## config.mk

```make
export PLATFORM = sky130hd
export DESIGN_NAME = packed_word_element_sort
export DESIGN_NICKNAME = d
export VERILOG_FILES = /design/src/pwes_pkg.sv /design/src/pwes_lane.sv /design/src/pwes_merge.sv /design/src/packed_word_element_sort.sv
export SDC_FILE = /design/constraint.sdc
export NUM_CORES = 2
export LEC_CHECK = 0
export ABC_CLOCK_PERIOD_IN_PS = 28700
export BUFFER_PORTS_ARGS = -buffer_cell sky130_fd_sc_hd__clkbuf_2
export CAP_MARGIN = 20
export CORE_AREA = 3 3 349 351
export DETAILED_ROUTE_END_ITERATION = 6
export DIE_AREA = 0 0 352 354
export HOLD_SLACK_MARGIN = 0.06
export PLACE_DENSITY_LB_ADDON = 0.2
export SYNTH_ARGS = -nofsm -noshare
export SYNTH_HDL_FRONTEND = slang
export SYNTH_SLANG_ARGS = --single-unit
export TNS_END_PERCENT = 10
```

## constraint.sdc

```tcl
create_clock -name clk -period 28.7 [get_ports clk]
set_clock_uncertainty 0.15 [all_clocks]
set_input_delay 5.74 -clock clk [delete_from_list [all_inputs] [get_ports clk]]
set_output_delay 5.74 -clock clk [all_outputs]
set_load 0.01 [all_outputs]
```

## src/pwes_pkg.sv

```systemverilog
// Shared types and constants for the packed word element sorter.
// No dependencies; imported by every module under src.
`timescale 1ns / 1ps
`default_nettype none

package pwes_pkg;

    localparam int WORD_W     = 64;
    localparam int NUM_LANES  = 16;
    localparam int ELEM_W     = 8;
    localparam int NIBBLE_W   = 4;
    localparam int BYTE_LANES = WORD_W / ELEM_W;
    localparam int RANK_W     = $clog2(NUM_LANES);

    // element size selector codes
    localparam logic MODE_BYTE   = 1'b0;
    localparam logic MODE_NIBBLE = 1'b1;

    typedef logic [NUM_LANES-1:0][ELEM_W-1:0] elem_arr_t;
    typedef logic [NUM_LANES-1:0][RANK_W-1:0] rank_arr_t;

    // one word on its way through the lanes
    typedef struct packed {
        logic                 mode;
        logic [NUM_LANES-1:0] active;
        elem_arr_t            elems;
    } stage_t;

endpackage

`default_nettype wire

```

## src/pwes_lane.sv

```systemverilog
// One rank lane: counts how many elements of the word sort below its own.
// Depends on pwes_pkg.
`timescale 1ns / 1ps
`default_nettype none

module pwes_lane
    import pwes_pkg::*;
#(
    parameter int LANE_IDX = 0
)
(
    input  var stage_t            stage,
    output logic [RANK_W-1:0]     rank
);

    logic [NUM_LANES-1:0] below;

    // ties go to the lower index so every active lane gets a distinct rank
    always_comb
    begin
        for (int j = 0; j < NUM_LANES; j++)
        begin
            if (j < LANE_IDX)
                below[j] = stage.active[j] && (stage.elems[j] <= stage.elems[LANE_IDX]);
            else if (j > LANE_IDX)
                below[j] = stage.active[j] && (stage.elems[j] < stage.elems[LANE_IDX]);
            else
                below[j] = 1'b0;
        end
    end

    assign rank = RANK_W'($countones(below));

endmodule

`default_nettype wire

```

## src/pwes_merge.sv

```systemverilog
// Merge stage: drops each lane's element into the slot named by its rank
// and packs the slots back into a word. Depends on pwes_pkg.
`timescale 1ns / 1ps
`default_nettype none

module pwes_merge
    import pwes_pkg::*;
(
    input  var stage_t            stage,
    input  var rank_arr_t         ranks,
    output logic [WORD_W-1:0]     word
);

    elem_arr_t slots;

    always_comb
    begin
        for (int p = 0; p < NUM_LANES; p++)
        begin
            slots[p] = '0;
            for (int i = 0; i < NUM_LANES; i++)
            begin
                if (stage.active[i] && (ranks[i] == RANK_W'(p)))
                    slots[p] = slots[p] | stage.elems[i];
            end
        end
    end

    always_comb
    begin
        word = '0;
        case (stage.mode)
            MODE_BYTE:
            begin
                for (int p = 0; p < BYTE_LANES; p++)
                    word[p*ELEM_W +: ELEM_W] = slots[p];
            end
            MODE_NIBBLE:
            begin
                for (int p = 0; p < NUM_LANES; p++)
                    word[p*NIBBLE_W +: NIBBLE_W] = slots[p][NIBBLE_W-1:0];
            end
            default:
            begin
                word = '0;
            end
        endcase
    end

endmodule

`default_nettype wire

```

## src/packed_word_element_sort.sv

```systemverilog
// Top level of the packed word element sorter: unpack, rank lanes, merge.
// Depends on pwes_pkg, pwes_lane and pwes_merge.
`timescale 1ns / 1ps
`default_nettype none

// Sorts the eight bytes (cfg_wr_data = 0) or sixteen nibbles (cfg_wr_data = 1)
// of each 64-bit input word by unsigned value, smallest in the least significant
// position. One word is taken every cycle unless the output stalls. Each word
// passes three register stages, the first loaded by the edge that takes it: unpack,
// sixteen parallel rank lanes (each compares its element against all others), and
// the merge that places every element at its rank. The whole pipeline holds while
// the output word waits for m_axis_tready. Write the element size only while no
// word is in flight.
module packed_word_element_sort
    import pwes_pkg::*;
(
    input  wire                 clk,
    input  wire                 rst_n,

    input  wire                 cfg_wr_en,
    input  wire                 cfg_wr_data,    // element_size_mode

    input  wire                 s_axis_tvalid,
    output logic                s_axis_tready,
    input  wire  [WORD_W-1:0]   s_axis_tdata,   // [63:0] packed_word

    output logic                m_axis_tvalid,
    input  wire                 m_axis_tready,
    output logic [WORD_W-1:0]   m_axis_tdata    // [63:0] sorted_word
);

    logic              mode_reg;
    logic              v1_reg;
    logic              v2_reg;
    logic              v3_reg;
    stage_t            s1_reg;
    stage_t            s2_reg;
    rank_arr_t         rank_reg;
    logic              mode3_reg;
    logic [WORD_W-1:0] out_reg;

    stage_t            s1_next;
    rank_arr_t         rank_next;
    logic [WORD_W-1:0] out_next;
    logic              advance;

    assign advance       = !v3_reg || m_axis_tready;
    assign s_axis_tready = advance;
    assign m_axis_tvalid = v3_reg;
    assign m_axis_tdata  = out_reg;

    always_ff @(posedge clk or negedge rst_n)
    begin
        if (!rst_n)
            mode_reg <= MODE_BYTE;
        else if (cfg_wr_en)
            mode_reg <= cfg_wr_data;
    end

    // split the word into lanes; byte mode leaves the upper lanes idle
    always_comb
    begin
        s1_next.mode = mode_reg;
        for (int i = 0; i < NUM_LANES; i++)
        begin
            if (mode_reg == MODE_NIBBLE)
            begin
                s1_next.elems[i]  = {{(ELEM_W-NIBBLE_W){1'b0}},
                                     s_axis_tdata[i*NIBBLE_W +: NIBBLE_W]};
                s1_next.active[i] = 1'b1;
            end
            else if (i < BYTE_LANES)
            begin
                s1_next.elems[i]  = s_axis_tdata[(i%BYTE_LANES)*ELEM_W +: ELEM_W];
                s1_next.active[i] = 1'b1;
            end
            else
            begin
                s1_next.elems[i]  = '0;
                s1_next.active[i] = 1'b0;
            end
        end
    end

    for (genvar g = 0; g < NUM_LANES; g++)
    begin : g_lane
        pwes_lane #(
            .LANE_IDX (g)
        ) u_lane (
            .stage (s1_reg),
            .rank  (rank_next[g])
        );
    end

    pwes_merge u_merge (
        .stage (s2_reg),
        .ranks (rank_reg),
        .word  (out_next)
    );

    always_ff @(posedge clk or negedge rst_n)
    begin
        if (!rst_n)
        begin
            v1_reg <= 1'b0;
            v2_reg <= 1'b0;
            v3_reg <= 1'b0;
        end
        else if (advance)
        begin
            v1_reg <= s_axis_tvalid;
            v2_reg <= v1_reg;
            v3_reg <= v2_reg;
        end
    end

    always_ff @(posedge clk)
    begin
        if (advance)
        begin
            s1_reg    <= s1_next;
            s2_reg    <= s1_reg;
            rank_reg  <= rank_next;
            mode3_reg <= s2_reg.mode;
            out_reg   <= out_next;
        end
    end

    // checks
    logic [NUM_LANES-1:0] rank_seen;
    logic                 sorted_ok;

    always_comb
    begin
        rank_seen = '0;
        for (int i = 0; i < NUM_LANES; i++)
        begin
            if (s2_reg.active[i])
                rank_seen[rank_reg[i]] = 1'b1;
        end
    end

    always_comb
    begin
        sorted_ok = 1'b1;
        if (mode3_reg == MODE_NIBBLE)
        begin
            for (int p = 0; p < NUM_LANES - 1; p++)
                if (out_reg[p*NIBBLE_W +: NIBBLE_W] > out_reg[(p+1)*NIBBLE_W +: NIBBLE_W])
                    sorted_ok = 1'b0;
        end
        else
        begin
            for (int p = 0; p < BYTE_LANES - 1; p++)
                if (out_reg[p*ELEM_W +: ELEM_W] > out_reg[(p+1)*ELEM_W +: ELEM_W])
                    sorted_ok = 1'b0;
        end
    end

    a_rank_perm: assert property (@(posedge clk) disable iff (!rst_n)
        v2_reg |-> (rank_seen == s2_reg.active))
        else $error("rank lanes did not produce a permutation");

    a_out_sorted: assert property (@(posedge clk) disable iff (!rst_n)
        v3_reg |-> sorted_ok)
        else $error("output word not in ascending order");

    a_pipe_move: assert property (@(posedge clk) disable iff (!rst_n)
        (advance && v2_reg) |=> v3_reg)
        else $error("word lost between merge and output register");

    a_take_fill: assert property (@(posedge clk) disable iff (!rst_n)
        (s_axis_tvalid && s_axis_tready) |=> v1_reg)
        else $error("accepted word not captured in first stage");

endmodule

`default_nettype wire

```

=== Word level (Yosys, flattened, before mapping) ===
Index checks and enable logic that the tools add are counted.

* $add $sub $neg: 224
* $mul: 0
* Divide/modulo/power cells: 0
* $lt $le $gt $ge: 240
* Eq/ne operators: 240
* Shifts and indexed selects: 0
* Multiplexer cells: 265
* Bitwise gates (word level): 241
* Reductions and logical operators: 266

{| class="wikitable"
|+ Operators with widths
! cell !! number
|-
| 8-bit 2-to-1 mux || 128
|-
| 8-bit less-or-equal comparator || 120
|-
| 8-bit < comparator || 120
|-
| 8-bit OR || 120
|-
| 4-bit 2-to-1 mux || 135
|-
| 4-bit equality test, second input constant || 128
|-
| 4-bit OR || 120
|-
| 4-bit adder || 96
|-
| 4-bit by 3-bit equality test with 1-bit output, second input constant || 64
|-
| 1-bit logical AND || 248
|-
| 1-bit by 1-bit adder with 2-bit output || 112
|-
| 4-bit by 2-bit equality test with 1-bit output, second input constant || 32
|-
| 64-bit one-hot mux with 2 select lines || 1
|-
| 4-bit by 1-bit equality test with 1-bit output, second input constant || 16
|-
| 4-bit zero test || 16
|-
| 1-bit by 4-bit adder with 4-bit output || 8
|-
| 4-bit by 1-bit adder with 4-bit output || 8
|-
| 1-bit zero test || 1
|-
| 1-bit logical OR || 1
|-
| 1-bit 2-to-1 mux || 1
|-
| 1-bit inverter || 1
|}

* Flip-flop bits (word level): 392
* Latch bits: 0
* Bits in writable memories: 0
* ROM bits: 0
* Bits of input ports: 70
* Output and inout bits: 66
* Logic and storage cells: 1549
* Memories kept: 0

=== Longest topological paths before layout ===
* Depth in word-level cells: 33
* Gate-level depth with buffers: 20
* Depth with buffers taken out: 20

=== Hierarchy ===
From an unflattened synthesis, not the netlist that was laid out.

* Cell total of the unflattened synthesis: 7324
* Area total of the unflattened synthesis: 66199.7 um2

{| class="wikitable"
|+ By module, submodules not included
! module !! instances !! cells each !! area each (um2) !! seq. area each (um2)
|-
| pwes_merge || 1 || 1887 || 11134.4 || 0.0
|-
| packed_word_element_sort || 1 || 435 || 10625.2 || 9769.4
|-
| pwes_lane (g_lane[15].u_lane) || 1 || 354 || 2984.1 || 0.0
|-
| pwes_lane (g_lane[14].u_lane) || 1 || 351 || 2969.1 || 0.0
|-
| pwes_lane (g_lane[13].u_lane) || 1 || 348 || 2911.5 || 0.0
|-
| pwes_lane (g_lane[12].u_lane) || 1 || 337 || 2866.5 || 0.0
|-
| pwes_lane (g_lane[11].u_lane) || 1 || 332 || 2850.2 || 0.0
|-
| pwes_lane (g_lane[10].u_lane) || 1 || 327 || 2830.2 || 0.0
|-
| pwes_lane (g_lane[9].u_lane) || 1 || 321 || 2803.9 || 0.0
|-
| pwes_lane (g_lane[8].u_lane) || 1 || 314 || 2780.2 || 0.0
|-
| pwes_lane (g_lane[7].u_lane) || 1 || 308 || 2755.1 || 0.0
|-
| pwes_lane (g_lane[6].u_lane) || 1 || 300 || 2727.6 || 0.0
|-
| pwes_lane (g_lane[5].u_lane) || 1 || 295 || 2702.6 || 0.0
|-
| pwes_lane (g_lane[4].u_lane) || 1 || 290 || 2681.3 || 0.0
|-
| +4 rows || - || - || - || -
|}

=== Least setup slack after synthesis ===
No wires, ideal clock.

* Path type: in2out
* Start point: input m_axis_tready
* End point: output s_axis_tready
* Data arrival time: 13566 ps
* Data required time: 22810 ps
* Slack: 9244 ps
* Cell stages on the path: 1
* Path buffers: 0
* Cell sequence: nand2b_1

* Cells in the longest elaborated chain, start to end: 1

{| class="wikitable"
|+ Ends and longest elaborated chain
! item !! line !! RTL
|-
| from (decl) || packed_word_element_sort.sv:28 || <nowiki>input wire m_axis_tready,</nowiki>
|-
| 1-bit logical OR || packed_word_element_sort.sv:47 || <nowiki>assign advance = !v3_reg || m_axis_tready;</nowiki>
|-
| to (decl) || packed_word_element_sort.sv:24 || <nowiki>output logic s_axis_tready,</nowiki>
|}

Every way passes these cells.

=== Final worst setup path ===
Same ends and word-level chain as after synthesis.

==> impl_metrics.csv <==
group,metric,value,unit
hold_path,min_path_type,"register to register",
detailed_routing,drc,14,
placed_design,gp_congestion,1.131,
placed_design,dp_cells,6189,
sta,setup_violations,0,
yosys,yosys.area.top_type,"edfxtp_1",
critical_path,crit_chain,"clkbuf_2, nand2b_4, clkbuf_2",
yosys,synth.mux.area_fraction,1.174,%
detailed_routing,wirelength,280.4,mm
detailed_routing,initialDrtViolationCount,5505,
critical_path,worstRegToRegCells,18,
yosys,synth_compound_area_share,21.22,%
clocking,clock_path_buffers,3,
yosys,async_flop_share,1.227,%
sta,rsz0062_at_grt,"no",
global_route,antenna_found_initial,26,
clocking,insertion_delay,0.63,ns
clocking,clk_pin_slew_worst_paths,0.05,ns
sta,setup_ws,16.18,ns
sta,finalCriticalPeriod,12.52,ns
global_route,grt_first_pass_wirelength,372.0,mm
critical_path,worst_path_max_delay_cell,"nand2b_4",
detailed_routing,vias,42310,
cells_and_area,final_cell_mix,"ha_1 (752), inv_1 (363), edfxtp_1 (322), a21oi_1 (272), nor2_1 (240)",
critical_path,max_stage_delay,0.50,ns
sta,maxSlewViolCount,0,
clocking,cts_tree,"built",
sta,whs,0.3149,ns
yosys,ys_types,87,
critical_path,endpoint_kind,"primary output",
die,num_io_pins,136,
pwr,ir_drop,0.1122,mV
cells_and_area,multiInputGateArea,0.02971,sq mm
run_status,status,"complete, but fails checks",
global_route,grt_pass1_vias,40660,
critical_path,path_common_cell,"clkbuf_2",
cells_and_area,drive_gt1_share,11.42,%
detailed_routing,drtAntennaViolNets,0,
clocking,htreeDepth,2,
yosys,synth_area,0.04158,sq mm
die,rows,127,
sta,worst_pin_slew,1.301,ns
die,die_w,352,um
yosys,yosys.area_share.xor_xnor,0.6741,%
global_route,grt_usage,43.94,%
yosys,synth.avg_cell_area,9.322,sq um
cells_and_area,nets,5612,
sta,tns,0,ns
clocking,ctsHoldBuffers,0,
yosys,yosysTopAreaCellShare,23.26,%
placed_design,port_buffers,135,
cells_and_area,final_util,39.14,%
critical_path,arrival,6.63,ns
cells_and_area,fin_area,0.04671,sq mm
placed_design,dp_slack,16.16,ns
clocking,cts_setup_buffers,0,
run_status,violations,"DRC",
yosys,synth_fa_ha_area_share,30.33,%
placed_design,dpl.hpwl,207.1,mm
yosys,synth_top_family_by_area,"adder cells",
pwr,p_total,6.688,mW
critical_path,critPathMaxFanout,40,
yosys,ys_ff_latch,326,
yosys,ys.flop_type,"edfxtp_1",
cells_and_area,fin_cells,6287,
die,die_area,0.1246,sq mm
placed_design,placed_area,0.04516,sq mm
yosys,synth_edf_count,322,
pwr,leakage,20.29,nW
yosys,syn_nets,5442,
hold_path,hold_depth,1,
critical_path,cp.required,22.81,ns
yosys,synthSimpleGateAreaFrac,17.49,%
cells_and_area,n_fill_cell,12210,
cells_and_area,area_delta_synth_final,12.36,%
sta,hold_viol_final,0,
run,max_cap_violations,0,
detailed_routing,wl_per_cell,44.61,um
yosys,synthTopCellsByArea,"edfxtp_1 (23%), ha_1 (23%), fa_1 (7.7%), inv_1 (3.3%), a21oi_1 (3.3%)",
die,start_util,34.84,%
sta,fin_crit_sh,43.61,%
global_route,grt-ovfl-total,0,
detailed_routing,avgViaCountPerCell,6.730,
clocking,cts_buffers,41,
yosys,ys_seq_area_share,23.50,%
critical_path,crit_type,"primary input to primary output",
sta,slew_headroom,13.10,%
clocking,cts_sinks,326,
clocking,cts-root-buf,"clkbuf_16",
yosys,syn-instance-count,4460,
die,die_height,354,um
global_route,grt_max_degree,165,
detailed_routing,drt_pre_antenna_iters,7,
critical_path,crit_path_start_kind,"primary input",
pwr,power_density,143.2,mW/mm^2
sta,fmax,0.07990,GHz
die,core_area,0.1193,sq mm
cells_and_area,final_common_cell,"ha_1",
yosys,yosysWarningCount,0,
clocking,cts_resized,0,
cells_and_area,seq_area,0.009773,sq mm
[per-layer routing]
metal | part of all wire (%) | wire length (um) | vias to the layer above | track usage (%)
met2 | 42 | 117400 | 3007 | 65.53
met4 | 11 | 29840 | 8 | 36.87
met1 | 38 | 106000 | 20930 | 52.10
met5 | 0.021 | 59 | - | 0
met3 | 9.7 | 27220 | 1014 | 12.80
li1 | - | - | 17350 | -
[cell type report]
type	instances	share of cell area, %
multi-input combinational	3537	63.60
sequential	326	20.92
timing repair buffer	359	5.113
tap	1612	4.318
inverter	365	2.933
clock buffer	51	2.368
clock inverter	22	0.6669
antenna	15	0.08035
[cell usage after synthesis (all sizes together) (76+ instances only)]
cell and n:
a21oi 272, fa 160, nand4 103, a221oi 91, nor2b 170, o22ai 86
clkbuf 156, buf 76, a22oi 160, nor2 244, edfxtp 322, nand2b 147
nand3 105, a41o 83, inv 365, and2 123, nand2 161, o21ai 164
ha 752
[worst paths after layout]
check                                    startpoint                   endpoint  slack, ns
max                                   m_axis_tready              s_axis_tready      16.18
min                              v2_reg$_DFFE_PN0P_  m_axis_tvalid$_DFFE_PN0P_       0.31
max reg2reg                s1_reg[65]$_SDFFCE_PN0P_     rank_reg[35]$_DFFE_PP_      22.56
min reg2reg                      v2_reg$_DFFE_PN0P_  m_axis_tvalid$_DFFE_PN0P_       0.31
max in group asynchronous                     rst_n       mode_reg$_DFFE_PN0P_      23.50
min in group asynchronous                     rst_n         v1_reg$_DFFE_PN0P_       4.77
[critical path: cells and delay by family]
kind                   cells  cell delay (ns)
buffers and inverters      2             0.37
and+or+nand+nor            1             0.50
[where the power goes]
group | total [mW] | switching (mW) | internal (mW)
Clock | 0.563 | 0.227 | 0.337
Combinational | 4.98 | 3.33 | 1.65
Sequential | 1.15 | 0.261 | 0.885
[logic make-up (layout without fill, tap and decap cells)]
family / Yosys count / in the layout
compound gates: 1249 / 1249
xor+xnor: 32 / 32
fa+ha+maj: 912 / 912
buf+inv: 597 / 797
flops: 326 / 326
mux: 44 / 44
other cells: 0 / 15
simple gates: 1300 / 1300
Power figures use the tool's default switching activity.
